[src/sv/mi_pkg.sv]
// Shared types and constants for the modular inverse block.
package mi_pkg;

   localparam logic [1:0] ST_FOUND   = 2'd0;
   localparam logic [1:0] ST_NOINV   = 2'd1;
   localparam logic [1:0] ST_MODZERO = 2'd2;

   typedef enum logic [2:0] {
      S_IDLE,
      S_ALIGN,
      S_SUB,
      S_SWAP,
      S_FINISH
   } state_type;

   typedef struct packed {
      logic load;
      logic align_step;
      logic sub_step;
      logic swap;
   } core_ctrl_type;

   typedef struct packed {
      logic can_align;
      logic k_zero;
      logic rem_zero;
      logic r0_one;
   } core_flags_type;

endpackage

[src/sv/mi_core.sv]
// Remainder and coefficient registers with the shift-subtract Euclid step.
module mi_core #(
   parameter int WIDTH = 32
) (
   input  logic                   clock,
   input  mi_pkg::core_ctrl_type  ctrl,
   input  logic [WIDTH-1:0]       load_value,
   input  logic [WIDTH-1:0]       load_modulus,
   output mi_pkg::core_flags_type flags,
   output logic [WIDTH-1:0]       t0_out,
   output logic                   neg0_out,
   output logic [WIDTH-1:0]       modulus_out
);

   localparam int KW = $clog2(WIDTH);

   logic [WIDTH-1:0] r0_ff, r0_in, r1_ff, r1_in;
   logic [WIDTH-1:0] t0_ff, t0_in, t1_ff, t1_in;
   logic [WIDTH-1:0] s_ff, s_in, st_ff, st_in;
   logic [WIDTH-1:0] m_ff, m_in;
   logic [KW-1:0]    k_ff, k_in;
   logic             neg0_ff, neg0_in, neg1_ff, neg1_in;
   logic [WIDTH:0]   s_dbl;
   logic             s_fits;

   // Doubling of the shifted divisor, one bit wider so it cannot wrap.
   assign s_dbl  = {s_ff, 1'b0};
   assign s_fits = (s_ff <= r0_ff);

   always_comb begin
      r0_in   = r0_ff;
      r1_in   = r1_ff;
      t0_in   = t0_ff;
      t1_in   = t1_ff;
      s_in    = s_ff;
      st_in   = st_ff;
      m_in    = m_ff;
      k_in    = k_ff;
      neg0_in = neg0_ff;
      neg1_in = neg1_ff;
      if (ctrl.load) begin
         r0_in   = load_modulus;
         r1_in   = load_value;
         t0_in   = '0;
         t1_in   = {{(WIDTH-1){1'b0}}, 1'b1};
         s_in    = load_value;
         st_in   = {{(WIDTH-1){1'b0}}, 1'b1};
         m_in    = load_modulus;
         k_in    = '0;
         neg0_in = 1'b0;
         neg1_in = 1'b0;
      end else if (ctrl.align_step) begin
         s_in  = {s_ff[WIDTH-2:0], 1'b0};
         st_in = {st_ff[WIDTH-2:0], 1'b0};
         k_in  = k_ff + 1'b1;
      end else if (ctrl.sub_step) begin
         if (s_fits) begin
            r0_in = r0_ff - s_ff;
            t0_in = t0_ff + st_ff;
         end
         if (k_ff != '0) begin
            s_in  = {1'b0, s_ff[WIDTH-1:1]};
            st_in = {1'b0, st_ff[WIDTH-1:1]};
            k_in  = k_ff - 1'b1;
         end
      end else if (ctrl.swap) begin
         r0_in   = r1_ff;
         r1_in   = r0_ff;
         t0_in   = t1_ff;
         t1_in   = t0_ff;
         s_in    = r0_ff;
         st_in   = t0_ff;
         neg0_in = neg1_ff;
         neg1_in = ~neg1_ff;
      end
   end

   always_ff @(posedge clock) begin
      r0_ff   <= r0_in;
      r1_ff   <= r1_in;
      t0_ff   <= t0_in;
      t1_ff   <= t1_in;
      s_ff    <= s_in;
      st_ff   <= st_in;
      m_ff    <= m_in;
      k_ff    <= k_in;
      neg0_ff <= neg0_in;
      neg1_ff <= neg1_in;
   end

   assign flags.can_align = (s_dbl <= {1'b0, r0_ff});
   assign flags.k_zero    = (k_ff == '0);
   assign flags.rem_zero  = (r0_ff == '0);
   assign flags.r0_one    = (r0_ff == {{(WIDTH-1){1'b0}}, 1'b1});
   assign t0_out          = t0_ff;
   assign neg0_out        = neg0_ff;
   assign modulus_out     = m_ff;

endmodule

[src/sv/modular_inverse.sv]
// Top level of the modular inverse block: sequencer, result register and ports.
//
//   channel   direction   handshake              payload
//   req       in          req_valid / req_stall  req_value, req_modulus
//   rsp       out         rsp_valid / rsp_stall  rsp_inverse_out, rsp_status
//
// Each quotient is found by shift and subtract: align doubles the divisor while
// the double stays within the remainder, subtract takes each shifted divisor
// that fits off the remainder while halving it back, and a swap ends the step.
// After the last swap the sequencer waits in finish until the output is free.
// Time grows with the Euclid steps, most for consecutive Fibonacci numbers. A zero
// value or zero modulus is answered the cycle after it is accepted. Reset clears
// the sequencer and the result valid flag. New transactions wait while the
// sequencer is busy or a stalled result is held; the sequencer then holds in
// its last state until the output register frees.
module modular_inverse #(
   parameter int WIDTH = 32
) (
   input  logic        clock,
   input  logic        reset,
   input  logic        req_valid,
   output logic        req_stall,
   input  logic [31:0] req_value,
   input  logic [31:0] req_modulus,
   output logic        rsp_valid,
   input  logic        rsp_stall,
   output logic [31:0] rsp_inverse_out,
   output logic [1:0]  rsp_status
);

   localparam int FW = 32;

   mi_pkg::state_type      state_ff, state_in;
   mi_pkg::core_ctrl_type  ctrl;
   mi_pkg::core_flags_type flags;

   logic [WIDTH-1:0] value_w, modulus_w;
   logic [WIDTH-1:0] t0, modulus;
   logic             neg0;
   logic [WIDTH-1:0] t_red, inv;
   logic [FW-1:0]    inv_field;

   logic             rsp_valid_ff, rsp_valid_in;
   logic [FW-1:0]    rsp_inv_ff, rsp_inv_in;
   logic [1:0]       rsp_status_ff, rsp_status_in;
   logic             out_free;
   logic             req_take;

   // Fit the 32-bit fields to the datapath width and back.
   generate
      if (WIDTH > FW) begin : g_wide
         assign value_w   = {{(WIDTH-FW){1'b0}}, req_value};
         assign modulus_w = {{(WIDTH-FW){1'b0}}, req_modulus};
         assign inv_field = inv[FW-1:0];
      end else if (WIDTH == FW) begin : g_same
         assign value_w   = req_value;
         assign modulus_w = req_modulus;
         assign inv_field = inv;
      end else begin : g_narrow
         assign value_w   = req_value[WIDTH-1:0];
         assign modulus_w = req_modulus[WIDTH-1:0];
         assign inv_field = {{(FW-WIDTH){1'b0}}, inv};
      end
   endgenerate

   mi_core #(.WIDTH(WIDTH)) u_core (
      .clock        (clock),
      .ctrl         (ctrl),
      .load_value   (value_w),
      .load_modulus (modulus_w),
      .flags        (flags),
      .t0_out       (t0),
      .neg0_out     (neg0),
      .modulus_out  (modulus)
   );

   // The coefficient never exceeds the modulus, so one conditional subtract
   // reduces it, and a negative coefficient is folded into range.
   assign t_red = (t0 >= modulus) ? (t0 - modulus) : t0;
   assign inv   = (neg0 && (t_red != '0)) ? (modulus - t_red) : t_red;

   assign out_free  = !rsp_valid_ff || !rsp_stall;
   assign req_stall = (state_ff != mi_pkg::S_IDLE) || !out_free;
   assign req_take  = req_valid && !req_stall;

   always_comb begin
      state_in      = state_ff;
      ctrl          = '0;
      rsp_valid_in  = rsp_valid_ff && rsp_stall;
      rsp_inv_in    = rsp_inv_ff;
      rsp_status_in = rsp_status_ff;
      unique case (state_ff)
         mi_pkg::S_IDLE: begin
            if (req_take) begin
               if (modulus_w == '0) begin
                  rsp_valid_in  = 1'b1;
                  rsp_inv_in    = '0;
                  rsp_status_in = mi_pkg::ST_MODZERO;
               end else if (value_w == '0) begin
                  rsp_valid_in  = 1'b1;
                  rsp_inv_in    = '0;
                  rsp_status_in = mi_pkg::ST_NOINV;
               end else begin
                  ctrl.load = 1'b1;
                  state_in  = mi_pkg::S_ALIGN;
               end
            end
         end
         mi_pkg::S_ALIGN: begin
            if (flags.can_align) begin
               ctrl.align_step = 1'b1;
            end else begin
               state_in = mi_pkg::S_SUB;
            end
         end
         mi_pkg::S_SUB: begin
            ctrl.sub_step = 1'b1;
            if (flags.k_zero) begin
               state_in = mi_pkg::S_SWAP;
            end
         end
         mi_pkg::S_SWAP: begin
            // The remainder just formed sits in r0; zero ends the loop.
            ctrl.swap = 1'b1;
            state_in  = flags.rem_zero ? mi_pkg::S_FINISH : mi_pkg::S_ALIGN;
         end
         mi_pkg::S_FINISH: begin
            if (out_free) begin
               rsp_valid_in = 1'b1;
               state_in     = mi_pkg::S_IDLE;
               if (flags.r0_one) begin
                  rsp_inv_in    = inv_field;
                  rsp_status_in = mi_pkg::ST_FOUND;
               end else begin
                  rsp_inv_in    = '0;
                  rsp_status_in = mi_pkg::ST_NOINV;
               end
            end
         end
         default: begin
            state_in = mi_pkg::S_IDLE;
         end
      endcase
   end

   always_ff @(posedge clock) begin
      if (reset) begin
         state_ff     <= mi_pkg::S_IDLE;
         rsp_valid_ff <= 1'b0;
      end else begin
         state_ff     <= state_in;
         rsp_valid_ff <= rsp_valid_in;
      end
   end

   always_ff @(posedge clock) begin
      rsp_inv_ff    <= rsp_inv_in;
      rsp_status_ff <= rsp_status_in;
   end

   assign rsp_valid       = rsp_valid_ff;
   assign rsp_inverse_out = rsp_inv_ff;
   assign rsp_status      = rsp_status_ff;

endmodule

[config.mk]
export PLATFORM = sky130hd
export DESIGN_NAME = modular_inverse
export DESIGN_NICKNAME = d
export VERILOG_FILES = /design/src/sv/mi_pkg.sv /design/src/sv/mi_core.sv /design/src/sv/modular_inverse.sv
export SDC_FILE = /design/constraint.sdc
export NUM_CORES = 1
export LEC_CHECK = 0
export BUFFER_PORTS_ARGS = -buffer_cell sky130_fd_sc_hd__buf_2
export CORE_AREA = 5 5 186 206
export DETAILED_ROUTE_END_ITERATION = 12
export DIE_AREA = 0 0 191 211
export PLACE_DENSITY_LB_ADDON = 0.15
export SKIP_LAST_GASP = 1
export SLEW_MARGIN = 20
export SYNTH_ARGS = -nofsm -noshare
export SYNTH_HDL_FRONTEND = slang
export SYNTH_SLANG_ARGS = --single-unit
[constraint.sdc]
create_clock -name clock -period 12.8 [get_ports clock]
set_input_delay 1.92 -clock clock [delete_from_list [all_inputs] [get_ports clock]]
set_output_delay 1.92 -clock clock [all_outputs]
set_load 0.05 [all_outputs]
==> flow_summary.json <==
{
  "syn_area_sq_um": 19600,
  "cts_tree": "built",
  "peakVddDrop_v": 0.000151,
  "antenna_found_initial": 1,
  "internal_power_mw": 2.58,
  "cts_hold_buf": 0,
  "drtAntennaViolNets": 0,
  "hold_depth": 2,
  "min_period_over_period": 0.543,
  "crit_path_max_incr_delay_ns": 0.51,
  "synth.most_common_cell": "nand2_1",
  "dpl.hpwl_mm": 43.1,
  "initial_utilization": 0.546,
  "ys_seq_elements": 269,
  "drc": 0,
  "power.share.switching": 0.430,
  "yosys-top-cells-count": "nand2_1, nor2_1, a21oi_1, edfxtp_1, inv_1",
  "grt_pass1_vias": 17300,
  "outcome": "completed",
  "syn_nets": 2570,
  "die_w_um": 191,
  "tightestPinTransition_ns": 1.02,
  "finalSetupViolCount": 0,
  "numCtsBuffers": 31,
  "syn_to_final_growth_pct": 9.44,
  "dr_total_vias": 17900,
  "overflow": 0,
  "avgViaCountPerCell": 6.15,
  "hold_path.class": "flop to flop",
  "leakage_nw": 8.38,
  "p_comb_frac": 0.479,
  "grtUsageTotal": 0.287,
  "postCtsSetupBuffers": 0,
  "cts.sinks": 269,
  "core_sq_um": 35900,
  "clock_path_buffers": 3,
  "r2r-start": "u_core.t0_out[0]$_SDFFE_PP0P_",
  "timing.rr.end": "rsp_inverse_out[30]$_SDFFCE_PN0P_",
  "drv_slew": 0,
  "slowest_stage": "a2111oi_0",
  "grt_max_degree": 133,
  "reg2reg_slack_ns": 5.85,
  "synthFlopType": "edfxtp_1",
  "startpoint_type": "flop",
  "grt_pass1_wl_mm": 93.3,
  "drive_gt1_frac": 0.0942,
  "pin_count": 104,
  "die_h_um": 211,
  "yosysTopAreaCell": "edfxtp_1",
  "drt_iter0_drc": 1481,
  "cp_data_required_time_ns": 13.24,
  "clock_latency_ns": 0.58,
  "synth_top_area_share": 0.248,
  "hold_ws_ns": 0.455,
  "drt_wl_total_mm": 58.8,
  "nNetsFinal": 2612,
  "synth_area_leaders": "edfxtp_1, dfxtp_1, ha_1",
  "reg2reg_depth": 29,
  "layout_min_cycle_time_ns": 6.95,
  "syn-mean-instance-area_sq_um": 8.32,
  "clockPowerShare": 0.198,
  "ys_async_sr_fraction": 0,
  "yosysSeqAreaShare": 0.357,
  "arrival_ns": 7.39,
  "syn_inst": 2355,
  "fin_skew_ns": 0.0165,
  "postCtsResizedCells": 0,
  "switchingPower_mw": 1.95,
  "cts_root_buffer": "clkbuf_16",
  "post_drt_wl_per_cell_um": 20.2,
  "path_class": "flop to flop",
  "firstDrtPassIters": 7,
  "p_seq_frac": 0.323,
  "maxCapViolations": 0,
  "cp-end-kind": "flop",
  "dieArea_sq_um": 40300,
  "worstHoldEndpoint": "u_core.t1_ff[28]$_SDFFE_PP0P_",
  "tns_ns": 0,
  "portBuffers": 103,
  "netlist-cell-type-count": 100,
  "powerDensity_nw_per_um2": 211,
  "fmax_mhz": 144,
  "gp_congestion": 0.987,
  "clk_pin_slew_ns": 0.07,
  "yosys_warnings": 0,
  "rows": 73,
  "hold_viol": 0,
  "max_slew_margin": 0.320,
  "synth-edff-count": 162,
  "hold_path_startpoint": "u_core.t1_ff[28]$_SDFFE_PP0P_",
  "cp_max_fo": 39,
  "htree_num_levels": 1,
  "rsz0062_at_grt": "false"
}
==> cell families after synthesis <==
| family | share of synthesized area |
|---|---|
| adders and majority gates | 0.103 |
| and+or+nand+nor | 0.193 |
| muxes | 0.0135 |
| AOI/OAI and AO/OA | 0.225 |
| buffers and inverters | 0.0539 |
| xor gates and xnor gates | 0.0539 |
| DFF | 0.357 |
==> cells in the final DEF (no fill, tap or decap), types with 19 or more instances in the layout <==
master and n:
nand3_1 52, o2111ai_1 32, nor3_1 47, a21oi_1 213
nor2b_1 23, xor2_1 41, a311oi_1 34, a21o_1 53
xnor2_1 76, dfxtp_1 107, o21ai_0 154, o21a_1 19
nor2_1 218, nand2_1 336, inv_1 156, nor4_1 31
clkbuf_16 34, nand4_1 38, buf_2 103, edfxtp_1 162
ha_1 142, mux2i_1 19
==> critical path: cells and delay by family, from the launching register on <==
family / cells / cell delay (ns)
xor gates and xnor gates: 1 / 0.13
adders and majority gates: 5 / 1.82
AOI/OAI and AO/OA: 13 / 2.92
and+or+nand+nor: 7 / 1.12
buffers and inverters: 2 / 0.16
muxes: 1 / 0.26
DFF: 1 / 0.37
==> power groups by stage <==
stage / logic [mW] / clock network (mW) / registers [mW]
after global routing: 2.43 / 0.951 / 1.49
after floorplan: 1.64 / 0 / 1.39
after detailed placement: 2.14 / 0 / 1.47
final: 2.17 / 0.897 / 1.47
after global placement: 2.10 / 0 / 1.47
after CTS: 2.16 / 0.914 / 1.46
==> stage by stage <==
step | cells | setup slack [ns] | instance area [sq um] | utilization | power (mW)
floorplan | 2355 | 6.20 | 19600 | - | 3.04
global placement | 2851 | 6.09 | 20400 | 0.569 | 3.56
detailed placement | 2851 | 5.92 | 20400 | 0.569 | 3.61
CTS | 2908 | 5.91 | 21400 | 0.598 | 4.53
global route | 2908 | 5.35 | 21400 | 0.598 | 4.87
finish | 2909 | 5.85 | 21500 | 0.598 | 4.53
==> flip-flops by register name, indices dropped and copies added, names as in the netlist <==
signal              flops
u_core.t0_out          32
u_core.r1_ff           32
u_core.neg1_ff          1
rsp_valid               1
u_core.modulus_out     32
u_core.t1_ff           32
rsp_status              2
u_core.s_ff            32
u_core.st_ff           32
rsp_inverse_out        32
state_ff                3
u_core.neg0_out         1
u_core.k_ff             5
u_core.r0_ff           32
==> per-layer routing <==
| metal | part of all wire | track usage | vias up |
|---|---|---|---|
| li1 | - | - | 8603 |
| met1 | 0.43 | 0.386 | 8516 |
| met2 | 0.47 | 0.478 | 625 |
| met3 | 0.062 | 0.0327 | 133 |
| met4 | 0.037 | 0.108 | 0 |
| met5 | 0 | 0 | - |
==> area by class of cell <==
type	instances	area, sq um
Multi-Input combinational cell	1818	11600
Sequential cell	269	7010
Tap cell	487	609
Clock inverter	12	88.8
Timing Repair Buffer	119	636
Inverter	158	598
Clock buffer	45	932
Antenna cell	1	2.50
Fill cell	3221	14400
==> worst max-delay path by stage <==
stage | start | end | slack, ns | cells past startpoint
finish | u_core.t0_out[0]$_SDFFE_PP0P_ | rsp_inverse_out[30]$_SDFFCE_PN0P_ | 5.85 | 29
global route | u_core.t0_out[0]$_SDFFE_PP0P_ | rsp_inverse_out[30]$_SDFFCE_PN0P_ | 5.35 | 29
CTS | u_core.t0_out[0]$_SDFFE_PP0P_ | rsp_inverse_out[30]$_SDFFCE_PN0P_ | 5.91 | 29
detailed placement | u_core.t0_out[0]$_SDFFE_PP0P_ | rsp_inverse_out[30]$_SDFFCE_PN0P_ | 5.92 | 29
global placement | u_core.t0_out[0]$_SDFFE_PP0P_ | rsp_inverse_out[30]$_SDFFCE_PN0P_ | 6.09 | 29
floorplan | u_core.modulus_out[11]$_DFFE_PP_ | rsp_inverse_out[30]$_SDFFCE_PN0P_ | 6.20 | 31
Note: power is estimated with default switching activity, not from simulation.
